--- config.mk ---
export PLATFORM = sky130hd
export DESIGN_NAME = priority_ready_queue_with_arrival_delay_top
export DESIGN_NICKNAME = d
export VERILOG_FILES = /design/src/design/prq_pkg.sv /design/src/design/priority_ready_queue_with_arrival_delay_top.sv /design/src/design/prq_cell.sv /design/src/design/prq_list.sv
export SDC_FILE = /design/constraint.sdc
export NUM_CORES = 2
export LEC_CHECK = 0
export BUFFER_PORTS_ARGS = -buffer_cell sky130_fd_sc_hd__buf_2
export CAP_MARGIN = 5
export CORE_UTILIZATION = 43
export CTS_CLUSTER_DIAMETER = 150
export DETAILED_ROUTE_END_ITERATION = 16
export PLACE_DENSITY_LB_ADDON = 0.2
export SLEW_MARGIN = 20
export SYNTH_ARGS = -nofsm -noshare
export SYNTH_HDL_FRONTEND = slang
export SYNTH_SLANG_ARGS = --single-unit
--- constraint.sdc ---
create_clock -name clk -period 22.9 [get_ports clk]
set_clock_uncertainty 0.15 [all_clocks]
set_input_delay 5.725 -clock clk [delete_from_list [all_inputs] [get_ports clk]]
set_output_delay 5.725 -clock clk [all_outputs]
set_load 0.01 [all_outputs]
--- src/design/prq_pkg.sv ---
package prq_pkg;

  localparam logic [1:0] CMD_CREATE  = 2'd0;
  localparam logic [1:0] CMD_TICK    = 2'd1;
  localparam logic [1:0] CMD_DEQUEUE = 2'd2;

  // cell operations
  localparam logic [1:0] OP_HOLD  = 2'd0;
  localparam logic [1:0] OP_NEW   = 2'd1;
  localparam logic [1:0] OP_LEFT  = 2'd2;
  localparam logic [1:0] OP_RIGHT = 2'd3;

  typedef struct packed {
    logic [1:0]  cmd;
    logic [3:0]  task_id;
    logic [7:0]  priority_req;
    logic [15:0] arrival_delay;
  } in_item_t;

  typedef struct packed {
    logic       preempt;
    logic       head_valid;
    logic [3:0] head_task;
    logic [4:0] ready_count;
  } out_item_t;

endpackage

--- src/design/priority_ready_queue_with_arrival_delay_top.sv ---
// Priority ready queue with arrival delay.
// Input: pulse start with in_item while busy is low; the transaction is
// accepted at that edge. Commands: create, tick, dequeue.
// Output: out_valid is high for exactly one cycle with out_item; the
// receiver cannot stall, so results are never held.
// Flow: create, dequeue and the unused code go from EXEC to DONE, where
// out_valid is high. A tick walks the waiting list one entry per cycle in
// WALK, but moving an entry into the ready list adds a MOVE step before
// the walk goes on; WALK goes to DONE once it sees the end of the list.
// busy is high from accept through the result cycle; the next transaction
// is taken back in IDLE, after DONE, so a new one cannot be taken before
// the last is through. Both lists are built as rows of cells that shift
// to insert and remove.
// Reset (rst_n low, synchronous) empties both lists; no clearing pass.
module priority_ready_queue_with_arrival_delay_top #(
  parameter int MAX_TASKS  = 16,
  parameter int PRIO_BITS  = 8,
  parameter int DELAY_BITS = 16
) (
  input  logic               clk,
  input  logic               rst_n,
  input  logic               start,
  input  prq_pkg::in_item_t  in_item,
  output logic               busy,
  output logic               out_valid,
  output prq_pkg::out_item_t out_item
);
  localparam int LW = $clog2(MAX_TASKS + 1);

  localparam logic [2:0] S_IDLE = 3'd0;
  localparam logic [2:0] S_EXEC = 3'd1;
  localparam logic [2:0] S_WALK = 3'd2;
  localparam logic [2:0] S_MOVE = 3'd3;
  localparam logic [2:0] S_DONE = 3'd4;

  logic [2:0]  state_r, state_nxt;
  logic [1:0]  cmd_r;
  logic [3:0]  id_r;
  logic [PRIO_BITS-1:0]  prio_r;
  logic [DELAY_BITS-1:0] dly_r;
  logic [LW-1:0] rlen_r, wlen_r, ptr_r;
  logic pre_r, hv_r;
  logic [3:0] ht_r;

  logic r_ins, r_rem, w_ins, w_rem, w_upd, r_head, w_head;
  logic [3:0] r_nid;
  logic [PRIO_BITS-1:0] r_nprio;
  logic [3:0] rids [MAX_TASKS];
  logic [PRIO_BITS-1:0] rprios [MAX_TASKS];
  logic [DELAY_BITS-1:0] rdlys [MAX_TASKS];
  logic [3:0] wids [MAX_TASKS];
  logic [PRIO_BITS-1:0] wprios [MAX_TASKS];
  logic [DELAY_BITS-1:0] wdlys [MAX_TASKS];
  logic [DELAY_BITS-1:0] cur_d, dec_d;
  logic rfull, wfull;

  assign rfull = rlen_r >= LW'(MAX_TASKS);
  assign wfull = wlen_r >= LW'(MAX_TASKS);
  assign cur_d = wdlys[ptr_r[$clog2(MAX_TASKS)-1:0]];
  assign dec_d = (cur_d != '0) ? cur_d - 1'b1 : cur_d;

  always_comb begin
    r_ins = 1'b0; r_rem = 1'b0; w_ins = 1'b0; w_rem = 1'b0; w_upd = 1'b0;
    r_nid = id_r; r_nprio = prio_r;
    state_nxt = state_r;
    case (state_r)
      S_IDLE: if (start) state_nxt = S_EXEC;
      S_EXEC: begin
        state_nxt = S_DONE;
        case (cmd_r)
          prq_pkg::CMD_CREATE: begin
            if (dly_r == '0) r_ins = !rfull;
            else w_ins = !wfull;
          end
          prq_pkg::CMD_TICK: state_nxt = S_WALK;
          prq_pkg::CMD_DEQUEUE: r_rem = rlen_r != '0;
          default: ;
        endcase
      end
      S_WALK: begin
        if (ptr_r >= wlen_r) state_nxt = S_DONE;
        else if (dec_d == '0 && !rfull) begin
          r_ins = 1'b1;
          r_nid = wids[ptr_r[$clog2(MAX_TASKS)-1:0]];
          r_nprio = wprios[ptr_r[$clog2(MAX_TASKS)-1:0]];
          state_nxt = S_MOVE;
        end else w_upd = 1'b1;
      end
      S_MOVE: begin
        w_rem = 1'b1;
        state_nxt = S_WALK;
      end
      S_DONE: state_nxt = S_IDLE;
      default: state_nxt = S_IDLE;
    endcase
  end

  prq_list #(.N(MAX_TASKS), .PW(PRIO_BITS), .DW(DELAY_BITS), .LW(LW)) u_ready (
    .clk(clk), .len(rlen_r), .ins(r_ins), .rem(r_rem), .upd(1'b0), .idx('0),
    .new_id(r_nid), .new_prio(r_nprio), .new_dly('0), .ins_at_head(r_head),
    .ids(rids), .prios(rprios), .dlys(rdlys)
  );

  prq_list #(.N(MAX_TASKS), .PW(PRIO_BITS), .DW(DELAY_BITS), .LW(LW)) u_wait (
    .clk(clk), .len(wlen_r), .ins(w_ins), .rem(w_rem), .upd(w_upd), .idx(ptr_r),
    .new_id(id_r), .new_prio(prio_r), .new_dly(w_upd ? dec_d : dly_r),
    .ins_at_head(w_head), .ids(wids), .prios(wprios), .dlys(wdlys)
  );

  always_ff @(posedge clk) begin
    if (!rst_n) begin
      state_r <= S_IDLE;
      rlen_r <= '0;
      wlen_r <= '0;
    end else begin
      state_r <= state_nxt;
      if (r_ins) rlen_r <= rlen_r + 1'b1;
      if (r_rem) rlen_r <= rlen_r - 1'b1;
      if (w_ins) wlen_r <= wlen_r + 1'b1;
      if (w_rem) wlen_r <= wlen_r - 1'b1;
    end
  end

  always_ff @(posedge clk) begin
    if (state_r == S_IDLE && start) begin
      cmd_r  <= in_item.cmd;
      id_r   <= in_item.task_id;
      prio_r <= PRIO_BITS'(in_item.priority_req);
      dly_r  <= DELAY_BITS'(in_item.arrival_delay);
      ptr_r  <= '0;
      pre_r  <= 1'b0;
      hv_r   <= 1'b0;
      ht_r   <= '0;
    end else begin
      if (r_ins && r_head) pre_r <= 1'b1;
      if (r_rem) begin
        hv_r <= 1'b1;
        ht_r <= rids[0];
      end
      // removed entry: next one slides into ptr, so ptr holds
      if (w_upd) ptr_r <= ptr_r + 1'b1;
    end
  end

  assign busy = state_r != S_IDLE;
  assign out_valid = state_r == S_DONE;
  assign out_item.preempt = pre_r;
  assign out_item.head_valid = hv_r;
  assign out_item.head_task = ht_r;
  assign out_item.ready_count = 5'(rlen_r);

  logic unused;
  assign unused = w_head ^ (^rprios[0]) ^ (^rdlys[0]);

  a_len: assert property (@(posedge clk) disable iff (!rst_n)
    rlen_r <= LW'(MAX_TASKS) && wlen_r <= LW'(MAX_TASKS)) else $error("len overflow");
  a_one: assert property (@(posedge clk) disable iff (!rst_n)
    !(r_ins && r_rem)) else $error("ready conflict");
  a_out: assert property (@(posedge clk) disable iff (!rst_n)
    out_valid |=> !out_valid) else $error("double result");
  a_hv: assert property (@(posedge clk) disable iff (!rst_n)
    out_valid && !out_item.head_valid |-> out_item.head_task == '0) else $error("head");
endmodule

--- src/design/prq_cell.sv ---
// One slot of a sorted list. Handles insert (shift right), pop/remove (shift left).
module prq_cell #(
  parameter int PW = 8,
  parameter int DW = 16
) (
  input  logic          clk,
  input  logic          en,
  input  logic [1:0]    op,       // hold, take own new value, take left, take right
  input  logic [3:0]    new_id,
  input  logic [PW-1:0] new_prio,
  input  logic [DW-1:0] new_dly,
  input  logic [3:0]    l_id,
  input  logic [PW-1:0] l_prio,
  input  logic [DW-1:0] l_dly,
  input  logic [3:0]    r_id,
  input  logic [PW-1:0] r_prio,
  input  logic [DW-1:0] r_dly,
  output logic [3:0]    id_r,
  output logic [PW-1:0] prio_r,
  output logic [DW-1:0] dly_r
);
  always_ff @(posedge clk) begin
    if (en) begin
      case (op)
        prq_pkg::OP_NEW: begin id_r <= new_id; prio_r <= new_prio; dly_r <= new_dly; end
        prq_pkg::OP_LEFT: begin id_r <= l_id;   prio_r <= l_prio;   dly_r <= l_dly;   end
        prq_pkg::OP_RIGHT: begin id_r <= r_id;   prio_r <= r_prio;   dly_r <= r_dly;   end
        default: ;
      endcase
    end
  end
endmodule

--- src/design/prq_list.sv ---
// Sorted list built from a row of cells. One command per cycle:
// insert (sorted, after equal priorities), remove entry at index, or
// write the delay of entry at index.
module prq_list #(
  parameter int N  = 16,
  parameter int PW = 8,
  parameter int DW = 16,
  parameter int LW = 5
) (
  input  logic          clk,
  input  logic [LW-1:0] len,
  input  logic          ins,
  input  logic          rem,
  input  logic          upd,
  input  logic [LW-1:0] idx,
  input  logic [3:0]    new_id,
  input  logic [PW-1:0] new_prio,
  input  logic [DW-1:0] new_dly,
  output logic          ins_at_head,
  output logic [3:0]    ids   [N],
  output logic [PW-1:0] prios [N],
  output logic [DW-1:0] dlys  [N]
);
  logic [N-1:0] gt;
  logic [1:0]   op [N];

  always_comb begin
    for (int i = 0; i < N; i++) begin
      gt[i] = (LW'(i) < len) && (new_prio < prios[i]);
    end
    ins_at_head = gt[0];
    for (int i = 0; i < N; i++) begin
      op[i] = prq_pkg::OP_HOLD;
      if (ins) begin
        if (LW'(i) <= len) begin
          if (i == 0) op[i] = gt[0] || (len == '0) ? prq_pkg::OP_NEW : prq_pkg::OP_HOLD;
          else if (gt[i-1]) op[i] = prq_pkg::OP_LEFT;
          else if (gt[i] || LW'(i) == len) op[i] = prq_pkg::OP_NEW;
        end
      end else if (rem) begin
        if (LW'(i) >= idx && i < N-1) op[i] = prq_pkg::OP_RIGHT;
      end else if (upd) begin
        if (LW'(i) == idx) op[i] = prq_pkg::OP_NEW;
      end
    end
  end

  for (genvar g = 0; g < N; g++) begin : g_cell
    prq_cell #(.PW(PW), .DW(DW)) u_cell (
      .clk(clk), .en(1'b1), .op(op[g]),
      .new_id(upd ? ids[g] : new_id),
      .new_prio(upd ? prios[g] : new_prio),
      .new_dly(new_dly),
      .l_id(ids[(g+N-1)%N]), .l_prio(prios[(g+N-1)%N]), .l_dly(dlys[(g+N-1)%N]),
      .r_id(ids[(g+1)%N]), .r_prio(prios[(g+1)%N]), .r_dly(dlys[(g+1)%N]),
      .id_r(ids[g]), .prio_r(prios[g]), .dly_r(dlys[g])
    );
  end
endmodule
Word-level counts from Yosys, hierarchy flattened
Index checks and enable logic that the tools add are counted.

cells by class
  $add $sub $neg = 6
  $lt $le $gt $ge = 115
  equal/unequal tests = 165
  muxes and demuxes = 312
  bitwise gates (word level) = 1
  reduce and logical (&&, ||, !) cells = 130

operators with widths
  kind                count
  $pmux 16 s3         16
  $pmux 8 s3          32
  $pmux 4 s3          32
  $mux 2              141
  $lt 8x8->1          32
  $eq 2x2->1 const B  65
  $eq 4x5->1 const A  24
  $reduce_bool 3->1   33
  $le 4x5->1 const A  16
  $lt 4x5->1 const A  16
  $eq 2x1->1 const B  33
  $bmux 16 s4         1
  $mux 16             4
  $mux 1              62
  $eq 3x5->1 const A  12
  $mux 8              6
  $le 3x5->1 const A  8
  $lt 3x5->1 const A  8
  $ge 4x5->1 const A  7
  $logic_and 1x1->1   35
  $ne 2x2->1 const B  17
  $reduce_and 2->1    17
  $bmux 8 s4          1
  $logic_not 16->1    2
  33 further kinds    109

word-level totals
  register bits = 694
  bits of input ports = 33
  logic and storage cells = 820

Depth between registers and ports, before layout
  depth in word-level cells = 20
  gate-level depth with buffers = 32
  mapped depth without buffers = 24

Hierarchy
From an unflattened synthesis, not the netlist that was laid out.

second synthesis, totals
  cells, all modules = 6521
  area total of the unflattened synthesis = 64121.5 um^2

by module, submodules not included
  module                                       instances  cells an instance  area each (um^2)  sequential area each (um^2)
  prq_cell                                     32         122                1440.1            840.8
  priority_ready_queue_with_arrival_delay_top  1          617                7061.8            1381.3
  prq_list at u_ready                          1          1004               5494.0            0.0
  prq_list at u_wait                           1          996                5481.5            0.0

Least setup slack after synthesis
OpenSTA, ideal clock, no wires.

  kind = register to register
  start = register ptr_r[0]
  end = register u_ready.g_cell[0].u_cell.id_r[0], enable pin
  arrival time = 7.326 ns
  setup slack = 15.027 ns
  cell stages (with the launch flop) = 29
  buffers on the path = 5
  period minus slack after synthesis = 7.873 ns
  cell sequence = dfxtp_1 buf_6 buf_6 buf_6 buf_6 mux4_2 nand2_1 nand4_1 inv_1 ha_1 inv_1 nor2_1 nand4_1 o31a_1 nor4_1 mux2_2 a211o_1 nor4_2 buf_4 mux2i_1 inv_1 ha_1 a21o_1 a21o_1 a21oi_1 and3b_1 a31oi_1 a21boi_0 o21ai_0

between the ends
  cells in the longest elaborated chain, start to end = 19
  elaborated cells on any way between the ends = 29
  those cells by class = add/sub: 1; order compare: 2; eq/ne: 3; mux: 16; bitwise: 1; reduce/logical: 6

RTL lines
  what                                                        line                                                                                                  RTL
  start: declaration                                          priority_ready_queue_with_arrival_delay_top.sv:41                                                     logic [LW-1:0] rlen_r, wlen_r, ptr_r;
  start signal: assignment                                    priority_ready_queue_with_arrival_delay_top.sv:141                                                    if (w_upd) ptr_r <= ptr_r + 1'b1;
  $not 4->5 (not written as such)                             priority_ready_queue_with_arrival_delay_top.sv:59, priority_ready_queue_with_arrival_delay_top.sv:85
  $bmux 16 s4                                                 priority_ready_queue_with_arrival_delay_top.sv:59                                                     assign cur_d = wdlys[ptr_r[$clog2(MAX_TASKS)-1:0]];
  $mux 16 (not written as such) (2 in series)                 priority_ready_queue_with_arrival_delay_top.sv:59
  $sub 16x1->16 / $reduce_bool 16->1 (equally long branches)  priority_ready_queue_with_arrival_delay_top.sv:60                                                     assign dec_d = (cur_d != '0) ? cur_d - 1'b1 : cur_d;
  $mux 16                                                     priority_ready_queue_with_arrival_delay_top.sv:60
  $logic_not 16->1                                            priority_ready_queue_with_arrival_delay_top.sv:82                                                     else if (dec_d == '0 && !rfull) begin
  $logic_and 1x1->1                                           priority_ready_queue_with_arrival_delay_top.sv:82
  $mux 8                                                      priority_ready_queue_with_arrival_delay_top.sv:82
  [... 2 more ...]                                            --
  $lt 8x8->1                                                  prq_list.sv:29                                                                                        gt[i] = (LW'(i) < len) && (new_prio < prios[i]);
  $logic_and 1x1->1                                           prq_list.sv:29
  $logic_or 1x1->1                                            prq_list.sv:36                                                                                        if (i == 0) op[i] = gt[0] || (len == '0) ? prq_pkg::OP_NEW : prq_pkg::OP_HOLD;
  $mux 1                                                      prq_list.sv:36
  $mux 2                                                      prq_list.sv:35                                                                                        if (LW'(i) <= len) begin
  $mux 2 (*)                                                  prq_list.sv:34                                                                                        if (ins) begin
  $eq 2x2->1 / $eq 2x1->1 (equally long branches)             prq_cell.sv:24                                                                                        case (op)
  $reduce_bool 3->1 (no line) (*)                             --
  end signal: assignment                                      prq_cell.sv:25                                                                                        prq_pkg::OP_NEW: begin id_r <= new_id; prio_r <= new_prio; dly_r <= new_dly; end
  end signal: assignment                                      prq_cell.sv:26                                                                                        prq_pkg::OP_LEFT: begin id_r <= l_id; prio_r <= l_prio; dly_r <= l_dly; end
  end signal: assignment                                      prq_cell.sv:27                                                                                        prq_pkg::OP_RIGHT: begin id_r <= r_id; prio_r <= r_prio; dly_r <= r_dly; end
  end: declaration                                            prq_cell.sv:18                                                                                        output logic [3:0] id_r,

Mark *: on every way between the ends. The rest lies on a longest branch, timed or not. The select of a mux whose other input is x is not followed.
A chain may end at the register's enable or synchronous reset.

Final worst setup path
  start = register ptr_r[0]
  end = register u_ready.g_cell[14].u_cell.prio_r[6], enable pin

between the ends
  cells in the longest elaborated chain, start to end = 20
  elaborated cells on any way between the ends = 32
  those cells by class = add/sub: 1; order compare: 3; eq/ne: 3; mux: 17; bitwise: 1; reduce/logical: 7

RTL lines
  what                                                        line                                                                                                  RTL
  $not 4->5 (not written as such)                             priority_ready_queue_with_arrival_delay_top.sv:59, priority_ready_queue_with_arrival_delay_top.sv:85
  $bmux 16 s4                                                 priority_ready_queue_with_arrival_delay_top.sv:59
  $mux 16 (not written as such) (2 in series)                 priority_ready_queue_with_arrival_delay_top.sv:59
  $sub 16x1->16 / $reduce_bool 16->1 (equally long branches)  priority_ready_queue_with_arrival_delay_top.sv:60
  $mux 16                                                     priority_ready_queue_with_arrival_delay_top.sv:60
  $logic_not 16->1                                            priority_ready_queue_with_arrival_delay_top.sv:82
  $logic_and 1x1->1                                           priority_ready_queue_with_arrival_delay_top.sv:82
  $mux 8                                                      priority_ready_queue_with_arrival_delay_top.sv:82
  [... 3 more ...]                                            --
  $logic_and 1x1->1                                           prq_list.sv:29
  $logic_or 1x1->1                                            prq_list.sv:38                                                                                        else if (gt[i] || LW'(i) == len) op[i] = prq_pkg::OP_NEW;
  $mux 1                                                      prq_list.sv:38
  $mux 2                                                      prq_list.sv:37                                                                                        else if (gt[i-1]) op[i] = prq_pkg::OP_LEFT;
  $mux 2                                                      prq_list.sv:35
  $mux 2 (*)                                                  prq_list.sv:34
  $eq 2x2->1 / $eq 2x1->1 (equally long branches)             prq_cell.sv:24
  $reduce_bool 3->1 (no line) (*)                             --
  end signal: assignment                                      prq_cell.sv:25
  end signal: assignment                                      prq_cell.sv:26
  end signal: assignment                                      prq_cell.sv:27
  end: declaration                                            prq_cell.sv:19                                                                                        output logic [PW-1:0] prio_r,

Marked as above.

==> flow_summary.toml <==
[sta]
setup_slack_ns = 13.29
totalNegativeSetupSlack_ns = 0
worst-slew-pin-transition_ns = 1.131
max_slew_violation_total_from_the_final_report = 0
rsz0062_at_grt = "no"
fmax_ghz = 0.1040
final-setup-viol-count = 0
final_period_minus_worst_setup_slack_ns = 9.612
hold_viol_final = 0
period_share_pct = 41.98
slew-limit-headroom_pct = 24.19

[global_route]
grt_antenna_before_repair = 0
vias_in_the_first_global_route = 32860
grt_max_degree = 70
global_route.peak_usage_layer = "met2"
global_route_wire_length_before_repair_mm = 220.6
grt_util_met1_pct = 39.17
gr-total-overflow = 0
grt_use_met2_pct = 45.42
grtUsageTotal_pct = 28.29
globalRouteMet3Util_pct = 4.244

[synthesis]
netlist_instances = 4037
netlist_top_cells_area = "sky130_fd_sc_hd__edfxtp_1, sky130_fd_sc_hd__mux2i_1, sky130_fd_sc_hd__ha_1"
synth.yosys.seq_area_share_pct = 46.91
synthDominantCellAreaShare_pct = 45.82
async_flop_share_pct = 0
synth_nets = 4300
yosys_warnings = 0
synth_seq_cells = 694
postSynthAreaPerCell_um2 = 10.88
post_synth_num_cell_types = 85
synthesized_cell_area_mm2 = 0.04391
netlist.top_cell.by_area = "sky130_fd_sc_hd__edfxtp_1"
netlist_top_cells_count = "sky130_fd_sc_hd__edfxtp_1, sky130_fd_sc_hd__nand2_1, sky130_fd_sc_hd__mux2i_1, sky130_fd_sc_hd__o21ai_0, sky130_fd_sc_hd__inv_1"
synth_edf_count = 670
synth.most_common_cell = "sky130_fd_sc_hd__edfxtp_1"
most_used_flip_flop_cell_after_synthesis = "sky130_fd_sc_hd__edfxtp_1"

[clocking]
cts-root-to-sink-buffers = 3
cts_tree = "yes"
cts_resized = 0
worstSkewPairLatency_ns = 0.68
numCtsBuffers = 83
cts_post_setup_buffers_inserted = 0
worst_setup_hold_path_clk_slew_ns = 0.06
cts_stage_hold_buffer_count = 0
cts.htree.levels = 3
number_of_clock_sinks_seen_by_cts = 694
cts_root_buffer = "sky130_fd_sc_hd__clkbuf_16"

[finish]
antennaDiodeCount = 0
final_layout_size_suffix_gt1_share_pct = 12.14
area_delta_synth_final_pct = 10.16
fillerInstances = 9136
design.final.nets = 4258

[setup_path]
worst_ep_required_time_ns = 23.04
crit_type = "flop to flop"
critical_path.max_fanout = 39
start_kind = "flop"
critical_path_arrival_ns = 9.75
end_kind = "flop"

[power_and_ir_drop]
p_leak_nw = 18.63
power-per-cell-area_mw_per_mm2 = 60.32
report.power.total_mw = 2.918
vdd_drop_max_v = 0.00005622

[floorplanning]
ioPinCount = 46
die_w_um = 321.6
design.die.area_mm2 = 0.1034
floorplan.die.height_um = 321.6
floorplan.initialDensity_pct = 43.66
core-area_mm2 = 0.1006
core.rowCount = 116

[run]
max_capacitance_violation_count = 0

[hold_path]
holdCritPathClass = "flop to flop"

[placement]
number_of_port_buffers = 45
post-dp-hpwl_mm = 103.0
detailedPlace.worstSlack_ns = 12.99
gp_congestion = 0.9068

[route]
detail_route.first_pass.iterations = 6
route.detailed.wl_per_inst_um = 27.25
drtIter0Drc = 4245
drcViolationCount = 0
ant_nets = 0
routed_wl_mm = 147.5
vias = 34230
vias_per_inst = 6.326

[run_status]
outcome = "finished clean"
==> logic make-up (layout without fill, tap and decap cells) <==
family	count (synthesis)	count (layout)	share of synthesized area [%]
XOR/XNOR	14	14	0.2792
multiplexers	498	498	14.25
AO/OA/AOI/OAI	1155	1155	17.63
AND/OR/NAND/NOR	875	875	9.172
flip-flops	694	694	46.91
adder cells (fa/ha/maj)	230	230	6.553
buffers and inverters	571	588	5.200
==> layout make-up <==
| type | instances | area [um^2] | area share (%) |
|---|---|---|---|
| Sequential cell | 694 | 20610 | 42.61 |
| Clock buffer | 101 | 2145 | 4.434 |
| Multi-Input combinational cell | 2772 | 21370 | 44.19 |
| Clock inverter | 43 | 370.4 | 0.7656 |
| Inverter | 279 | 1047 | 2.165 |
| Timing Repair Buffer | 165 | 1126 | 2.328 |
| Tap cell | 1357 | 1698 | 3.510 |
==> path summary, 6_finish.rpt <==
check             slack, ns                                             to                   from  depth (start not counted)
setup / recovery      13.29  u_ready.g_cell[14].u_cell.prio_r[6]$_DFFE_PP_  ptr_r[0]$_SDFFE_PP0P_                         21
hold / removal         0.30                             pre_r$_SDFFE_PP0P_     pre_r$_SDFFE_PP0P_                          2
setup reg to reg      13.29  u_ready.g_cell[14].u_cell.prio_r[6]$_DFFE_PP_  ptr_r[0]$_SDFFE_PP0P_                         21
hold reg to reg        0.30                             pre_r$_SDFFE_PP0P_     pre_r$_SDFFE_PP0P_                          2
==> worst max-delay path, cell delays in order, from the launching register on <==
cell                       delay, ns
sky130_fd_sc_hd__dfxtp_4        0.77
sky130_fd_sc_hd__buf_4          0.66
sky130_fd_sc_hd__buf_4          0.74
sky130_fd_sc_hd__mux4_2         0.59
sky130_fd_sc_hd__a22o_1         0.33
sky130_fd_sc_hd__nor2_2         0.30
sky130_fd_sc_hd__o211ai_2       0.25
sky130_fd_sc_hd__nor4_4         0.45
sky130_fd_sc_hd__mux2_2         0.39
sky130_fd_sc_hd__a211o_1        0.38
sky130_fd_sc_hd__nor4_4         0.29
sky130_fd_sc_hd__buf_4          0.30
sky130_fd_sc_hd__mux2i_1        0.75
sky130_fd_sc_hd__inv_1          0.09
sky130_fd_sc_hd__buf_4          0.27
sky130_fd_sc_hd__ha_1           0.34
sky130_fd_sc_hd__a211o_1        0.29
sky130_fd_sc_hd__nor2_1         0.16
sky130_fd_sc_hd__a41oi_1        0.17
sky130_fd_sc_hd__nor3_2         0.92
sky130_fd_sc_hd__nor2_1         0.17
sky130_fd_sc_hd__o31ai_4        0.23
==> where the power goes <==
group	internal, mW	switching, mW
Sequential	1.41	0.0155
Combinational	0.0811	0.132
Clock	0.713	0.563
Total	2.21	0.711
==> stage by stage <==
stage | hold WS [ns] | instances | area (um^2) | utilization (%)
after floorplan | 0.2759 | 4037 | 43910 | -
after global placement | 0.2854 | 5267 | 45760 | 45.50
after detailed placement | 0.2925 | 5267 | 45800 | 45.54
after CTS | 0.3014 | 5411 | 48320 | 48.04
after global routing | 0.3107 | 5411 | 48370 | 48.09
final | 0.3013 | 5411 | 48370 | 48.09
==> state kept, by name, summed over array words and instances (netlist names), 5 cells and up <==
register and flops:
wlen_r 5, prio_r 8, u_ready.g_cell.u_cell.id_r 64, rlen_r 5, u_wait.g_cell.u_cell.prio_r 128, dly_r 16, u_ready.g_cell.u_cell.prio_r 128, u_wait.g_cell.u_cell.dly_r 256
u_wait.g_cell.u_cell.id_r 64, ptr_r 5
==> routing by layer <==
metal  wire length (um)  part of all wire [%]
met5                  0                     0
met4               4358                   3.0
met3              12750                   8.6
met2              68410                    46
met1              61940                    42
==> layout by cell type (no fill, tap or decap), drive strengths merged, types with 28 or more instances in the layout <==
cell type	n
edfxtp	670
nand2	390
mux2i	380
o21ai	338
inv	284
a22oi	244
nor2	242
ha	230
a21oi	184
buf	165
a21o	111
clkbuf	101
mux4	100
a221o	52
nand3	35
nand2b	33
clkinv	32
nor2b	29
and2	28
Note: power is estimated with default switching activity, not from simulation.
